**src/sv/mrt_pkg.sv**
```systemverilog
// Package for the mapped region table: field widths, codes and the request
// and response word types. No dependencies.
package mrt_pkg;

    // fixed payload widths
    localparam int ADDR_W  = 38;
    localparam int PROT_W  = 8;
    localparam int SHARE_W = 2;
    localparam int FD_W    = 8;
    localparam int SLOT_W  = 4;
    localparam int EFD_W   = 4;

    // lowest base address a map may receive
    localparam logic [31:0] MAP_FLOOR = 32'hC000_0000;

    // request kinds
    localparam logic KIND_MAP   = 1'b0;
    localparam logic KIND_UNMAP = 1'b1;

    // response status
    localparam logic STATUS_OK     = 1'b0;
    localparam logic STATUS_REJECT = 1'b1;

    // share modes
    localparam logic [SHARE_W-1:0] SHARE_PRIVATE = 2'd0;
    localparam logic [SHARE_W-1:0] SHARE_SHARED  = 2'd1;

    // protection bits
    localparam int PROT_RD_BIT     = 0;
    localparam int PROT_WR_BIT     = 1;
    localparam int PROT_VALID_BITS = 3;

    // shared adder operations
    typedef enum logic [1:0] {
        ALU_ADD,
        ALU_SUB,
        ALU_RND
    } t_alu_op;

    typedef struct packed {
        logic              kind;
        logic [ADDR_W-1:0] start_addr;
        logic [ADDR_W-1:0] length;
        logic [ADDR_W-1:0] map_offset;
        logic [PROT_W-1:0] prot;
        logic [SHARE_W-1:0] share_mode;
        logic [FD_W-1:0]   fd;
        logic              file_open;
        logic              file_readable;
        logic              file_writable;
    } t_req;

    typedef struct packed {
        logic              status;
        logic [ADDR_W-1:0] result_addr;
        logic [SLOT_W-1:0] slot;
        logic              entry_freed;
        logic              writeback_needed;
        logic [ADDR_W-1:0] writeback_offset;
        logic [EFD_W-1:0]  entry_fd;
    } t_rsp;

endpackage

```
**src/sv/mrt_if.sv**
```systemverilog
// Valid/ready channel interfaces for the mapped region table.
// Depends on mrt_pkg for the request and response word types.
interface mrt_req_if;
    logic          valid;
    logic          ready;
    mrt_pkg::t_req data;

    modport source (output valid, output data, input ready);
    modport sink   (input valid, input data, output ready);
endinterface

interface mrt_rsp_if;
    logic          valid;
    logic          ready;
    mrt_pkg::t_rsp data;

    modport source (output valid, output data, input ready);
    modport sink   (input valid, input data, output ready);
endinterface

```
**src/sv/mapped_region_table.sv**
```systemverilog
// Mapped region table: a request word is taken only while the block is idle; a finished
// response waits in an output register while the next request is taken. A request walks
// the entry memory, one entry per cycle through a single read port, unless it fails its
// field checks; one shared adder does the address sums and most of the compares. Reset
// needs no clearing pass: the entries live in memory, and reset marks every entry free by
// clearing the in-use flip-flops.
module mapped_region_table #(
    parameter int ENTRIES    = 16,
    parameter int PAGE_BITS  = 12,
    parameter int FILE_SLOTS = 16,
    parameter int VA_BITS    = 38
) (
    input  logic       i_clk,
    input  logic       i_rst_n,
    mrt_req_if.sink    i_req,
    mrt_rsp_if.source  o_rsp
);

    localparam int AW     = ((VA_BITS > mrt_pkg::ADDR_W) ? VA_BITS : mrt_pkg::ADDR_W) + 2;
    localparam int PAD_A  = AW - mrt_pkg::ADDR_W;
    localparam int PAD_V  = AW - VA_BITS;
    localparam int SW     = (ENTRIES > 1) ? $clog2(ENTRIES) : 1;
    localparam int CNT_W  = $clog2(ENTRIES + 1);
    localparam int FDL_W  = mrt_pkg::FD_W + 1;
    localparam logic [FDL_W-1:0] FILE_LIM   = FDL_W'(FILE_SLOTS);
    localparam logic [CNT_W-1:0] CNT_LAST   = CNT_W'(ENTRIES);
    localparam logic [AW-1:0]    VA_LIMIT   = {{(AW-VA_BITS-1){1'b0}}, 1'b1, {VA_BITS{1'b0}}};
    localparam logic [AW-1:0]    FLOOR_W    = {{(AW-32){1'b0}}, mrt_pkg::MAP_FLOOR};

    typedef struct packed {
        logic [VA_BITS-1:0] start;
        logic [VA_BITS-1:0] len;
        logic [VA_BITS-1:0] offset;
        logic [2:0]         prot;
        logic               shared;
        logic [3:0]         file;
    } t_entry;

    typedef enum logic [3:0] {
        S_IDLE,
        S_CHECK,
        S_PREP,
        S_SCAN,
        S_MEVAL,
        S_UEVAL,
        S_UDIFF,
        S_UWB,
        S_ULEN,
        S_UOFF,
        S_DONE
    } t_state;

    // control state
    t_state             r_state, n_state;
    logic [ENTRIES-1:0] r_used, n_used;
    logic [CNT_W-1:0]   r_cnt, n_cnt;
    logic               r_rd_vld, n_rd_vld;
    logic               r_found, n_found;
    logic               r_rsp_vld, n_rsp_vld;

    // working registers
    mrt_pkg::t_req      r_req, n_req;
    logic [AW-1:0]      r_len_up, n_len_up;
    logic [AW-1:0]      r_req_end, n_req_end;
    logic [AW-1:0]      r_base, n_base;
    logic [AW-1:0]      r_tmp, n_tmp;
    logic [AW-1:0]      r_hit_end, n_hit_end;
    t_entry             r_hit, n_hit;
    logic [SW-1:0]      r_slot, n_slot;
    logic               r_at_start, n_at_start;
    logic               r_whole, n_whole;
    logic [SW-1:0]      r_rd_idx, n_rd_idx;
    logic               r_rd_used, n_rd_used;
    mrt_pkg::t_rsp      r_res, n_res;
    mrt_pkg::t_rsp      r_rsp, n_rsp;

    // entry memory
    t_entry             mem [ENTRIES];
    t_entry             r_rd_data;
    logic [SW-1:0]      rd_addr;
    logic               wr_en;
    logic [SW-1:0]      wr_addr;
    t_entry             wr_data;

    // shared adder ports
    mrt_pkg::t_alu_op   alu_op;
    logic [AW-1:0]      alu_a, alu_b, alu_c, alu_y;
    logic               alu_lt, alu_eq, alu_gt;

    logic [AW-1:0]      addr_w;
    logic               map_bad, unmap_bad;
    logic [SW+3:0]      slot_x;
    logic [3:0]         slot4;
    mrt_pkg::t_rsp      rsp_reject;

    mrt_alu #(
        .AW        (AW),
        .PAGE_BITS (PAGE_BITS)
    ) u_alu (
        .i_op (alu_op),
        .i_a  (alu_a),
        .i_b  (alu_b),
        .i_c  (alu_c),
        .o_y  (alu_y),
        .o_lt (alu_lt),
        .o_eq (alu_eq)
    );

    assign alu_gt = !alu_lt && !alu_eq;
    assign addr_w = {{PAD_A{1'b0}}, r_req.start_addr};
    assign slot_x = {4'b0, r_slot};
    assign slot4  = slot_x[3:0];
    assign rd_addr = r_cnt[SW-1:0];

    assign i_req.ready = (r_state == S_IDLE);
    assign o_rsp.valid = r_rsp_vld;
    assign o_rsp.data  = r_rsp;

    always_comb begin
        rsp_reject        = '0;
        rsp_reject.status = mrt_pkg::STATUS_REJECT;
    end

    // request field checks
    always_comb begin
        map_bad = (r_req.start_addr != '0) || (r_req.length == '0)
               || (r_req.map_offset != '0) || (r_req.share_mode > mrt_pkg::SHARE_SHARED)
               || (r_req.prot[mrt_pkg::PROT_W-1:mrt_pkg::PROT_VALID_BITS] != '0)
               || ({1'b0, r_req.fd} >= FILE_LIM) || !r_req.file_open
               || (r_req.prot[mrt_pkg::PROT_RD_BIT] && !r_req.file_readable)
               || (r_req.prot[mrt_pkg::PROT_WR_BIT] && (r_req.share_mode == mrt_pkg::SHARE_SHARED)
                   && !r_req.file_writable);
        unmap_bad = (r_req.length == '0) || (r_req.start_addr[PAGE_BITS-1:0] != '0);
    end

    // sequencer and datapath next values
    always_comb begin
        n_state    = r_state;
        n_used     = r_used;
        n_cnt      = r_cnt;
        n_rd_vld   = 1'b0;
        n_found    = r_found;
        n_rsp_vld  = r_rsp_vld && !o_rsp.ready;
        n_req      = r_req;
        n_len_up   = r_len_up;
        n_req_end  = r_req_end;
        n_base     = r_base;
        n_tmp      = r_tmp;
        n_hit_end  = r_hit_end;
        n_hit      = r_hit;
        n_slot     = r_slot;
        n_at_start = r_at_start;
        n_whole    = r_whole;
        n_rd_idx   = rd_addr;
        n_rd_used  = r_used[rd_addr];
        n_res      = r_res;
        n_rsp      = r_rsp;
        alu_op     = mrt_pkg::ALU_ADD;
        alu_a      = '0;
        alu_b      = '0;
        alu_c      = '0;
        wr_en      = 1'b0;
        wr_addr    = r_slot;
        wr_data    = r_hit;

        case (r_state)
            S_IDLE: begin
                if (i_req.valid) begin
                    n_req   = i_req.data;
                    n_state = S_CHECK;
                end
            end

            // round the length up to pages while the fields are checked
            S_CHECK: begin
                alu_op   = mrt_pkg::ALU_RND;
                alu_a    = {{PAD_A{1'b0}}, r_req.length};
                n_len_up = alu_y;
                n_cnt    = '0;
                n_found  = 1'b0;
                n_base   = FLOOR_W;
                if (r_req.kind == mrt_pkg::KIND_MAP) begin
                    if (map_bad) begin
                        n_res   = rsp_reject;
                        n_state = S_DONE;
                    end else begin
                        n_state = S_SCAN;
                    end
                end else begin
                    if (unmap_bad) begin
                        n_res   = rsp_reject;
                        n_state = S_DONE;
                    end else begin
                        n_state = S_PREP;
                    end
                end
            end

            // end of the range to unmap
            S_PREP: begin
                alu_op    = mrt_pkg::ALU_ADD;
                alu_a     = addr_w;
                alu_b     = r_len_up;
                n_req_end = alu_y;
                n_state   = S_SCAN;
            end

            // one entry per cycle; the read data and its valid flag are registered behind the counter
            S_SCAN: begin
                n_rd_vld = (r_cnt < CNT_LAST);
                n_cnt    = r_cnt + 1'b1;
                alu_op   = mrt_pkg::ALU_ADD;
                alu_a    = {{PAD_V{1'b0}}, r_rd_data.start};
                alu_b    = {{PAD_V{1'b0}}, r_rd_data.len};
                alu_c    = (r_req.kind == mrt_pkg::KIND_MAP) ? r_base : addr_w;
                if (r_rd_vld) begin
                    if (r_req.kind == mrt_pkg::KIND_MAP) begin
                        // starts and lengths stay page aligned, so the end needs no rounding
                        if (r_rd_used && alu_gt) begin
                            n_base = alu_y;
                        end
                        if (!r_rd_used && !r_found) begin
                            n_found = 1'b1;
                            n_slot  = r_rd_idx;
                        end
                    end else begin
                        if (r_rd_used && !r_found && alu_gt
                            && (addr_w >= {{PAD_V{1'b0}}, r_rd_data.start})) begin
                            n_found   = 1'b1;
                            n_slot    = r_rd_idx;
                            n_hit     = r_rd_data;
                            n_hit_end = alu_y;
                        end
                    end
                end
                if (r_cnt == CNT_LAST) begin
                    n_state = (r_req.kind == mrt_pkg::KIND_MAP) ? S_MEVAL : S_UEVAL;
                end
            end

            // place the new region unless no entry is free or it reaches the top of the space
            S_MEVAL: begin
                alu_op = mrt_pkg::ALU_ADD;
                alu_a  = r_base;
                alu_b  = r_len_up;
                alu_c  = VA_LIMIT;
                if (!r_found || !alu_lt) begin
                    n_res = rsp_reject;
                end else begin
                    wr_en          = 1'b1;
                    wr_addr        = r_slot;
                    wr_data.start  = r_base[VA_BITS-1:0];
                    wr_data.len    = r_len_up[VA_BITS-1:0];
                    wr_data.offset = '0;
                    wr_data.prot   = r_req.prot[mrt_pkg::PROT_VALID_BITS-1:0];
                    wr_data.shared = r_req.share_mode[0];
                    wr_data.file   = r_req.fd[3:0];
                    n_used[r_slot] = 1'b1;
                    n_res                  = '0;
                    n_res.status           = mrt_pkg::STATUS_OK;
                    n_res.result_addr      = r_base[mrt_pkg::ADDR_W-1:0];
                    n_res.slot             = slot4;
                    n_res.entry_fd         = r_req.fd[3:0];
                end
                n_state = S_DONE;
            end

            // range must stay inside the region and touch one of its ends
            S_UEVAL: begin
                alu_op     = mrt_pkg::ALU_ADD;
                alu_a      = r_req_end;
                alu_b      = '0;
                alu_c      = r_hit_end;
                n_at_start = (addr_w == {{PAD_V{1'b0}}, r_hit.start});
                n_whole    = (addr_w == {{PAD_V{1'b0}}, r_hit.start})
                          && (r_len_up == {{PAD_V{1'b0}}, r_hit.len});
                if (!r_found || alu_gt
                    || ((addr_w != {{PAD_V{1'b0}}, r_hit.start}) && !alu_eq)) begin
                    n_res   = rsp_reject;
                    n_state = S_DONE;
                end else begin
                    n_state = S_UDIFF;
                end
            end

            S_UDIFF: begin
                alu_op  = mrt_pkg::ALU_SUB;
                alu_a   = addr_w;
                alu_b   = {{PAD_V{1'b0}}, r_hit.start};
                n_tmp   = alu_y;
                n_state = S_UWB;
            end

            // file offset of the first unmapped byte
            S_UWB: begin
                alu_op = mrt_pkg::ALU_ADD;
                alu_a  = {{PAD_V{1'b0}}, r_hit.offset};
                alu_b  = r_tmp;
                n_res                  = '0;
                n_res.status           = mrt_pkg::STATUS_OK;
                n_res.slot             = slot4;
                n_res.entry_freed      = r_whole;
                n_res.writeback_needed = r_hit.shared;
                n_res.writeback_offset = r_hit.shared ? alu_y[mrt_pkg::ADDR_W-1:0] : '0;
                n_res.entry_fd         = r_hit.file;
                n_state = S_ULEN;
            end

            S_ULEN: begin
                alu_op  = mrt_pkg::ALU_SUB;
                alu_a   = {{PAD_V{1'b0}}, r_hit.len};
                alu_b   = r_len_up;
                n_tmp   = alu_y;
                n_state = S_UOFF;
            end

            // free the entry, or trim it from the front or the back
            S_UOFF: begin
                alu_op = mrt_pkg::ALU_ADD;
                alu_a  = {{PAD_V{1'b0}}, r_hit.offset};
                alu_b  = r_len_up;
                if (r_whole) begin
                    n_used[r_slot] = 1'b0;
                end else begin
                    wr_en       = 1'b1;
                    wr_addr     = r_slot;
                    wr_data     = r_hit;
                    wr_data.len = r_tmp[VA_BITS-1:0];
                    if (r_at_start) begin
                        wr_data.start  = r_req_end[VA_BITS-1:0];
                        wr_data.offset = alu_y[VA_BITS-1:0];
                    end
                end
                n_state = S_DONE;
            end

            // hand the result to the output register once it is free
            S_DONE: begin
                if (!r_rsp_vld || o_rsp.ready) begin
                    n_rsp     = r_res;
                    n_rsp_vld = 1'b1;
                    n_state   = S_IDLE;
                end
            end

            default: begin
                n_state = S_IDLE;
            end
        endcase
    end

    // state and registered outputs
    always_ff @(posedge i_clk) begin
        if (!i_rst_n) begin
            r_state   <= S_IDLE;
            r_used    <= '0;
            r_cnt     <= '0;
            r_rd_vld  <= 1'b0;
            r_found   <= 1'b0;
            r_rsp_vld <= 1'b0;
        end else begin
            r_state    <= n_state;
            r_used     <= n_used;
            r_cnt      <= n_cnt;
            r_rd_vld   <= n_rd_vld;
            r_found    <= n_found;
            r_rsp_vld  <= n_rsp_vld;
            r_req      <= n_req;
            r_len_up   <= n_len_up;
            r_req_end  <= n_req_end;
            r_base     <= n_base;
            r_tmp      <= n_tmp;
            r_hit_end  <= n_hit_end;
            r_hit      <= n_hit;
            r_slot     <= n_slot;
            r_at_start <= n_at_start;
            r_whole    <= n_whole;
            r_rd_idx   <= n_rd_idx;
            r_rd_used  <= n_rd_used;
            r_res      <= n_res;
            r_rsp      <= n_rsp;
        end
    end

    // entry memory, one write and one registered read port
    always_ff @(posedge i_clk) begin
        if (wr_en) begin
            mem[wr_addr] <= wr_data;
        end
        r_rd_data <= mem[rd_addr];
    end

`ifndef SYNTHESIS
    // a response appears only after the sequencer finished a request
    a_rsp_from_done: assert property (@(posedge i_clk) disable iff (!i_rst_n)
        $rose(r_rsp_vld) |-> $past(r_state == S_DONE))
        else $error("response raised outside the done step");

    // a map never overwrites an entry in use
    a_map_free_slot: assert property (@(posedge i_clk) disable iff (!i_rst_n)
        (r_state == S_MEVAL && wr_en) |-> !r_used[r_slot])
        else $error("map writes an entry that is in use");

    // an unmap only changes an entry that is in use
    a_unmap_used: assert property (@(posedge i_clk) disable iff (!i_rst_n)
        (r_state == S_UOFF) |-> r_used[r_slot])
        else $error("unmap changes a free entry");
`endif

endmodule

```
**src/sv/mrt_alu.sv**
```systemverilog
// Shared adder of the mapped region table: add, subtract or round up to a
// page, with an unsigned compare of the result. Depends on mrt_pkg.
module mrt_alu #(
    parameter int AW        = 40,
    parameter int PAGE_BITS = 12
) (
    input  mrt_pkg::t_alu_op i_op,
    input  logic [AW-1:0]    i_a,
    input  logic [AW-1:0]    i_b,
    input  logic [AW-1:0]    i_c,
    output logic [AW-1:0]    o_y,
    output logic             o_lt,
    output logic             o_eq
);

    localparam logic [AW-1:0] PAGE_MASK = {{(AW-PAGE_BITS){1'b0}}, {PAGE_BITS{1'b1}}};

    logic [AW-1:0] addend;
    logic          cin;
    logic [AW-1:0] sum;

    // operand select
    always_comb begin
        case (i_op)
            mrt_pkg::ALU_ADD: begin
                addend = i_b;
                cin    = 1'b0;
            end
            mrt_pkg::ALU_SUB: begin
                addend = ~i_b;
                cin    = 1'b1;
            end
            mrt_pkg::ALU_RND: begin
                addend = PAGE_MASK;
                cin    = 1'b0;
            end
            default: begin
                addend = i_b;
                cin    = 1'b0;
            end
        endcase
    end

    assign sum = i_a + addend + {{(AW-1){1'b0}}, cin};

    // rounding clears the page offset after adding the mask
    assign o_y  = (i_op == mrt_pkg::ALU_RND) ? (sum & ~PAGE_MASK) : sum;
    assign o_lt = o_y < i_c;
    assign o_eq = o_y == i_c;

endmodule
```
**src/flat_wrapper.sv**
```systemverilog
// flat-port wrapper written by rule: the top's interface ports become plain ports
module mapped_region_table_flat 
#(
    parameter int ENTRIES    = 16,
    parameter int PAGE_BITS  = 12,
    parameter int FILE_SLOTS = 16,
    parameter int VA_BITS    = 38
)
  (i_clk, i_rst_n, i_req_valid, i_req_data, i_req_ready, o_rsp_valid, o_rsp_data, o_rsp_ready);
  mrt_req_if i_req_i ();
  mrt_rsp_if o_rsp_i ();
  input  logic i_clk;
  input  logic i_rst_n;
  input wire logic [$bits(i_req_i.valid)-1:0] i_req_valid;
  input wire logic [$bits(i_req_i.data)-1:0] i_req_data;
  output wire logic [$bits(i_req_i.ready)-1:0] i_req_ready;
  output wire logic [$bits(o_rsp_i.valid)-1:0] o_rsp_valid;
  output wire logic [$bits(o_rsp_i.data)-1:0] o_rsp_data;
  input wire logic [$bits(o_rsp_i.ready)-1:0] o_rsp_ready;
  assign i_req_i.valid = i_req_valid;
  assign i_req_i.data = i_req_data;
  assign i_req_ready = i_req_i.ready;
  assign o_rsp_valid = o_rsp_i.valid;
  assign o_rsp_data = o_rsp_i.data;
  assign o_rsp_i.ready = o_rsp_ready;
  mapped_region_table #(.ENTRIES(ENTRIES), .PAGE_BITS(PAGE_BITS), .FILE_SLOTS(FILE_SLOTS), .VA_BITS(VA_BITS)) u_core (.i_clk(i_clk), .i_rst_n(i_rst_n), .i_req(i_req_i), .o_rsp(o_rsp_i));
endmodule
```
**config.mk**
```make
export PLATFORM = sky130hd
export DESIGN_NAME = mapped_region_table_flat
export DESIGN_NICKNAME = d
export VERILOG_FILES = /design/src/sv/mrt_pkg.sv /design/src/sv/mrt_if.sv /design/src/sv/mapped_region_table.sv /design/src/sv/mrt_alu.sv /design/src/flat_wrapper.sv
export SDC_FILE = /design/constraint.sdc
export NUM_CORES = 2
export LEC_CHECK = 0
export BUFFER_PORTS_ARGS = -buffer_cell sky130_fd_sc_hd__buf_2
export CORE_AREA = 2 2 518 520
export DETAILED_ROUTE_END_ITERATION = 6
export DIE_AREA = 0 0 520 522
export GPL_ROUTABILITY_DRIVEN = 0
export HOLD_SLACK_MARGIN = 0.03
export PLACE_DENSITY_LB_ADDON = 0.12
export SYNTH_ARGS = -nofsm -noshare
export SYNTH_HDL_FRONTEND = slang
export SYNTH_SLANG_ARGS = --single-unit
export TNS_END_PERCENT = 100
```
**constraint.sdc**
```tcl
create_clock -name i_clk -period 15.2 [get_ports i_clk]
set_input_delay 1.52 -clock i_clk [delete_from_list [all_inputs] [get_ports i_clk]]
set_output_delay 1.52 -clock i_clk [all_outputs]
set_load 0.01 [all_outputs]
```
-- After elaboration in Yosys (flattened, before gate mapping)
Memories as Yosys holds them, arrays and structs flattened. A register that Yosys moved wholly into a read port is not among the register bits.
Index checks and enable logic that the tools add are counted.
- add/sub/neg operators: 3
- order comparisons: 8
- equal/unequal tests: 32
- muxes and demuxes: 56
- bitwise logic cells: 4
- reductions and logical operators: 64
- operators by type and width (operator ; number):
    two-way mux 87 bit ; 5
    one-hot mux 87 bit (4 select lines) ; 1
    one-hot mux 40 bit (7 select lines) ; 1
    two-way mux 122 bit ; 2
    one-hot mux 122 bit (2 select lines) ; 1
    two-way mux 40 bit ; 4
    one-hot mux 40 bit (2 select lines) ; 2
    one-hot mux 40 bit (4 select lines) ; 1
    one-hot mux 40 bit (3 select lines) ; 1
    two-way mux 38 bit ; 3
    nonzero test 38 bit ; 2
    adder 40 x 1 -> 40 bit ; 1
    adder 40 bit ; 1
    equality test 40 x 38 -> 1 bit ; 1
    equality test 40 bit ; 1
    less-than comparator 40 bit ; 1
    two-way mux 4 bit ; 10
    NOT 40 bit ; 1
    one-hot mux 4 bit (10 select lines) ; 1
    equality test 38 bit ; 1
    greater-or-equal comparator 38 bit ; 1
    logical NOT 38 bit ; 1
    != test 38 bit ; 1
    two-way mux 16 bit ; 2
    other kinds (42) ; 121
- bits in registers: 671
- RAM bits: 1952
- input port bits: 140
- output and inout port bits: 89
- word-level logic and storage cells: 214
- memories kept: 1
- memory list (memory ; depth ; bits a word ; read ports ; clocked after Yosys merged registers in ; wr ports ; line ; source):
    u_core.mem ; 16 ; 122 ; 1 ; 1 ; 1 ; mapped_region_table.sv:78 ; t_entry mem [ENTRIES];

-- Logic depth before layout (Yosys ltp)
- depth in word-level cells: 17
- gate-level depth with buffers: 34
- mapped depth without buffers: 28

-- Cells and area by module
From an unflattened synthesis, not the netlist that was laid out.
- cells, all modules: 5480
- area, all modules: 106317.0 µm²
- by module, submodules not included (module ; instances ; cells each ; area an instance (µm²) ; sequential area each (µm²)):
    mapped_region_table ; 1 ; 4905 ; 102442.0 ; 79306.1
    mrt_alu ; 1 ; 575 ; 3875.0 ; 0.0

-- Worst setup path before layout
Ideal clock, no wire load.
- path type: flip-flop to flip-flop
- start: reg u_core.r_state[1]
- end: reg u_core.r_hit[0] in the netlist's numbering (enable)
- setup time: 0.680 ns
- arrival: 13.249 ns
- data required time: 14.520 ns
- path slack: 1.271 ns
- stages on the path, launching flop included: 32
- buffers on the path: 6
- period minus slack after synthesis: 13.929 ns
- cells stage by stage: dfxtp_1 > clkbuf_1 > nand2b_1 > nor2_1 > clkbuf_1 > or2_2 > ha_1 > clkbuf_1 > clkbuf_1 > clkbuf_1 > a31oi_1 > fa_1 > inv_1 > fa_1 > nand2b_1 > a21oi_1 > o21ai_0 > a211oi_1 > or2_2 > o21a_1 > o211a_1 > nor3_1 > ha_1 > nand4_1 > nor4_2 > and3_1 > o311ai_1 > o2111ai_2 > buf_4 > nand3_1 > or3b_1 > nor2_1
- elaborated cells between the ends (all ways): 33
- classes of those cells: 2 x add/sub; 1 x order compare; 12 x eq/ne; 7 x mux; 1 x bitwise; 10 x reduce/logical
- RTL lines (item ; line ; source):
    start, declared ; mapped_region_table.sv:54 ; t_state r_state, n_state;
    start signal, assigned ; mapped_region_table.sv:362 ; r_state <= n_state;
    equality test 4 x 3 -> 1 bit (tied with other cells) ; mapped_region_table.sv:166 ; case (r_state)
    OR reduction 2 bit (no line) or OR reduction 4 bit (tied branches) ; -- ;
    one-hot mux 2 bit (2 select lines) or one-hot mux 40 bit (4 select lines) (tied branches) ; mapped_region_table.sv:166 ;
    equality test 2 bit (tied with other cells) ; mrt_alu.sv:24 ; case (i_op)
    one-hot mux 40 bit (2 select lines) ; mrt_alu.sv:24 ;
    adder 40 bit ; mrt_alu.sv:44 ; assign sum = i_a + addend + {{(AW-1){1'b0}}, cin};
    adder 40 x 1 -> 40 bit * ; mrt_alu.sv:44 ;
    named net u_core.alu_y[38] ; mapped_region_table.sv:87 ; logic [AW-1:0] alu_a, alu_b, alu_c, alu_y;
    less-than comparator 40 bit or equality test 40 bit (tied branches) ; mrt_alu.sv:48, mrt_alu.sv:49 ;
    logical NOT 1 bit ; mapped_region_table.sv:109 ; assign alu_gt = !alu_lt && !alu_eq;
    logical AND 1 bit * ; mapped_region_table.sv:109 ;
    logical AND 1 bit * ; mapped_region_table.sv:227 ; if (r_rd_used && !r_found && alu_gt
    logical AND 1 bit * ; mapped_region_table.sv:228 ; && (addr_w >= {{PAD_V{1'b0}}, r_rd_data.start})) begin
    AND reduction 5 bit (no line) * ; -- ;
    end signal, assigned ; mapped_region_table.sv:374 ; r_hit <= n_hit;
    end, declared ; mapped_region_table.sv:68 ; t_entry r_hit, n_hit;
Mark *: on every way through the listed nets, which the timed path passes. The rest lies on a longest branch.
A chain may end at the register's enable or synchronous reset.

-- Worst setup path in the final report
- start: reg u_core.r_state[1]
- end: mem u_core.mem[11][98] in the netlist's numbering (enable)
- elaborated cells between the ends (all ways): 32
- classes of those cells: 2 x add/sub; 1 x order compare; 11 x eq/ne; 11 x mux; 1 x bitwise; 6 x reduce/logical
- RTL lines (item ; line ; source):
    equality test 4 x 3 -> 1 bit (tied with other cells) ; mapped_region_table.sv:166 ;
    OR reduction 2 bit (no line) or OR reduction 4 bit (tied branches) ; -- ;
    one-hot mux 2 bit (2 select lines) or one-hot mux 40 bit (4 select lines) (tied branches) ; mapped_region_table.sv:166 ;
    equality test 2 bit (tied with other cells) ; mrt_alu.sv:24 ;
    one-hot mux 40 bit (2 select lines) ; mrt_alu.sv:24 ;
    adder 40 bit ; mrt_alu.sv:44 ;
    adder 40 x 1 -> 40 bit * ; mrt_alu.sv:44 ;
    named net u_core.alu_y[36] ; mapped_region_table.sv:87 ;
    less-than comparator 40 bit * ; mrt_alu.sv:48 ; assign o_lt = o_y < i_c;
    logical NOT 1 bit * ; mapped_region_table.sv:247 ; if (!r_found || !alu_lt) begin
    logical OR 1 bit * ; mapped_region_table.sv:247 ;
    two-way mux 1 bit * ; mapped_region_table.sv:247 ;
    one-hot mux 1 bit (2 select lines) * ; mapped_region_table.sv:166 ;
    two-way mux 1 bit * ; mapped_region_table.sv:387 ; if (wr_en) begin
    two-way mux 1 bit (not written as such) * ; mapped_region_table.sv:388 ; mem[wr_addr] <= wr_data;
    end, declared ; mapped_region_table.sv:78 ;
Marked as above.

==> impl_metrics.tcl <==
set metrics [dict create \
    cts_buffers 296 \
    hpwl_um 196000 \
    seqCellArea_um2 79300 \
    row_count 190 \
    p_leak_nw 38.9 \
    hold_start "u_core.r_rd_data[3]" \
    hold_class "reg -> reg" \
    skew_ns 0.0789 \
    multi_input_area_um2 25300 \
    synth_async_sr_flop_share_pct 0 \
    synth_compound_area_share_pct 3.97 \
    clock.fmax_ghz 0.0842 \
    synthTopCellsByArea "edfxtp_1 72%, mux4_2 13%, dfxtp_1 2.8%" \
    cts_hold_buf 0 \
    synth_nets 5544 \
    tns_ns 0 \
    ys_types 76 \
    layout.nets 5937 \
    cp_common_cell "nor2_4" \
    avgSynthCellArea_um2 20.0 \
    syn-cell-area_um2 106000 \
    synth-edff-count 2543 \
    min_delay_path_depth 0 \
    initialDrtViolationCount 7572 \
    path_class "reg -> reg" \
    synth_top_family_by_area "multiplexers" \
    cp_max_fo 64 \
    drt.antenna.violating_nets 0 \
    core-area_um2 266000 \
    die_w_um 520 \
    netSwitchingPower_mw 6.08 \
    cts-resized-gates 0 \
    yosysSeqAreaShare_pct 75.0 \
    r2r_slack_ns 3.33 \
    cts_htree_levels 5 \
    ir_drop_uv 132 \
    drv_slew 0 \
    failed_checks "DRC" \
    cap_violations 0 \
    synthSimpleGateAreaFrac_pct 3.37 \
    grt_pass1_vias 56372 \
    worstPathArrival_ns 12.29 \
    wl_per_cell_um 34.6 \
    fin_area_um2 122000 \
    final.min_clock_period_ns 11.87 \
    worst_pin_slew_ns 1.38 \
    die_area_um2 271000 \
    synth-seq-cells 2690 \
    reg2reg_to "u_core.mem[11][98]" \
    synth_xor_area_share_pct 0.902 \
    track_usage_pct 23.8 \
    initial_core_util_pct 39.7 \
    grt_pass1_wl_um 453000 \
    cts_sinks 2690 \
    yosys.area.top_type "edfxtp_1" \
    endpoint_kind "flip-flop" \
    finalCritPeriodShare_pct 78.1 \
    reg2regPathDepth 28 \
    placed_area_um2 112000 \
    synth_top_area_share_pct 72.2 \
    post_cts_buffers 0 \
    ys_warn_count 0 \
    p_int_mw 14.1 \
    port_buffers 227 \
    ioPinCount 229 \
    synthToLayoutAreaGrowth_pct 15.1 \
    die_h_um 522 \
    timing_hold_violations_final 0 \
    r2r-start "u_core.r_state[1]" \
    fillers 22538 \
    cts_tree "built" \
    synthAdderAreaFrac_pct 1.46 \
    synthCells 5282 \
    vias 56299 \
    first_pass_iters 7 \
    rsz0062_at_grt "false" \
    p_per_area_nw_per_um2 166 \
    grt_max_degree 126 \
    insertion_delay_ns 0.89 \
    cts_buffer_depth 4 \
    drc 74 \
    setup_viol 0 \
    whs_ns 0.403 \
    seq_power_share_pct 43.4 \
    combinationalPowerShare_pct 20.8 \
    dp_slack_ns 3.65 \
    wl_um 328000 \
    grt.overflow.total 0 \
    crit_slowest_cell "nor2b_4" \
    viasPerCell 5.94 \
    yosys-mux-area-fraction_pct 13.9 \
    critPathMaxStageDelay_ns 0.86 \
    critPathRequiredTime_ns 15.62 \
    cp-start-kind "flip-flop" \
    p_sw_share_pct 30.1 \
    drive_above_1_share_pct 26.3 \
    clkPwrFrac_pct 35.8 \
    outcome "finished, violations left" \
    synth_flop_cell "edfxtp_1" \
    layout_setup_ws_ns 3.33 \
    clkTransAtPathRegs_ns 0.06 \
    maxSlewHeadroom_pct 7.51 \
    cts_root_buffer "clkbuf_16" \
    antenna_found_initial 30 \
    min_to "u_core.r_hit[3]" \
]
flip-flops by register name, indices dropped and copies added, names as in the netlist, named ones only:
name and cells:
u_core.o_rsp.valid 1, u_core.mem 1904, u_core.o_rsp.data 87, u_core.r_whole 1, u_core.r_found 1, u_core.r_rd_vld 1
u_core.r_rd_used 1, u_core.r_slot 4, u_core.r_at_start 1, u_core.r_rd_idx 4, u_core.r_hit 119, u_core.r_req 97
u_core.addr_w 38, u_core.r_tmp 40, u_core.r_cnt 5, u_core.r_req_end 40, u_core.r_base 40, u_core.r_state 4
u_core.r_len_up 40, u_core.r_res 87, u_core.r_rd_data 119, u_core.r_hit_end 40
metal layers:
| layer | routed length (µm) | GRT usage [%] | vias up |
|---|---|---|---|
| met3 | 26000 | 4.74 | 511 |
| met2 | 151000 | 37.1 | 2516 |
| met4 | 9860 | 6.65 | 8 |
| li1 | - | - | 22799 |
| met5 | 48 | 0 | - |
| met1 | 140000 | 34.0 | 30465 |
stage by stage:
stage,power [mW],instances,util (%)
4_1_cts,20.3,9468,45.7
5_1_grt,20.9,9474,45.7
6_report,20.2,9475,45.7
2_1_floorplan,11.2,5282,-
3_3_place_gp,13.0,8929,42.0
3_5_place_dp,13.0,8929,42.0
synth_stat cells, types with 52 or more instances:
master and number:
a21oi_1 106, a221o_1 79, a222oi_1 112, and2_1 89, clkbuf_1 208, dfxtp_1 147
edfxtp_1 2543, ha_1 120, inv_1 94, mux2_2 71, mux4_2 600, nand2_1 203
nor2_1 189, nor4_1 52, xor2_1 66
cells by family after synthesis:
family / Yosys count
and+or+nand+nor: 731
muxes: 715
DFF: 2690
adders and majority gates: 122
buffers and inverters: 377
xor gates and xnor gates: 109
AOI/OAI and AO/OA: 538
area by class of cell:
class	count	area share, %
multi-input cells	2215	20.8
well taps	3552	3.65
inverters	94	0.290
clock inverters	152	1.43
diodes	7	0.0144
repair buffers	378	2.10
clock buffers	387	6.56
flip-flops and latches	2690	65.2
cells in the final DEF, fill, tap and decap left out, types with 105 or more instances in the layout:
cell type / n
a21oi_1: 105
a222oi_1: 112
buf_2: 227
buf_4: 128
clkbuf_16: 300
dfxtp_1: 142
edfxtp_1: 2543
ha_1: 119
mux4_2: 600
nand2_1: 200
nor2_1: 168
worst max-delay path by stage:
stage,endpoint,slack [ns],cells after the start,startpoint
finish,u_core.mem[11][98],3.33,28,u_core.r_state[1]
global route,u_core.mem[11][98],3.12,28,u_core.r_state[1]
CTS,u_core.mem[11][98],3.62,28,u_core.r_state[1]
detailed placement,u_core.mem[11][12],3.65,28,u_core.r_state[1]
global placement,u_core.mem[11][22],3.81,28,u_core.r_state[1]
floorplan,u_core.r_hit[0],1.27,31,u_core.r_state[1]
power by group through the flow:
stage	Sequential [mW]	Combinational (mW)	Clock (mW)
floorplan	8.79	2.42	0
global placement	8.91	4.09	0
detailed placement	8.91	4.11	0
CTS	8.76	4.14	7.39
global route	8.77	4.45	7.66
finish	8.76	4.20	7.24
worst max-delay path: cells and delay by family (launching register included):
family          cells  cell delay (ns)
mux                 1             0.15
fa+ha+maj           3             1.20
simple gates       15             5.88
flops               1             0.64
buf+inv             3             1.35
compound gates      6             1.93
No activity file was read; power rests on OpenSTA's default activity.
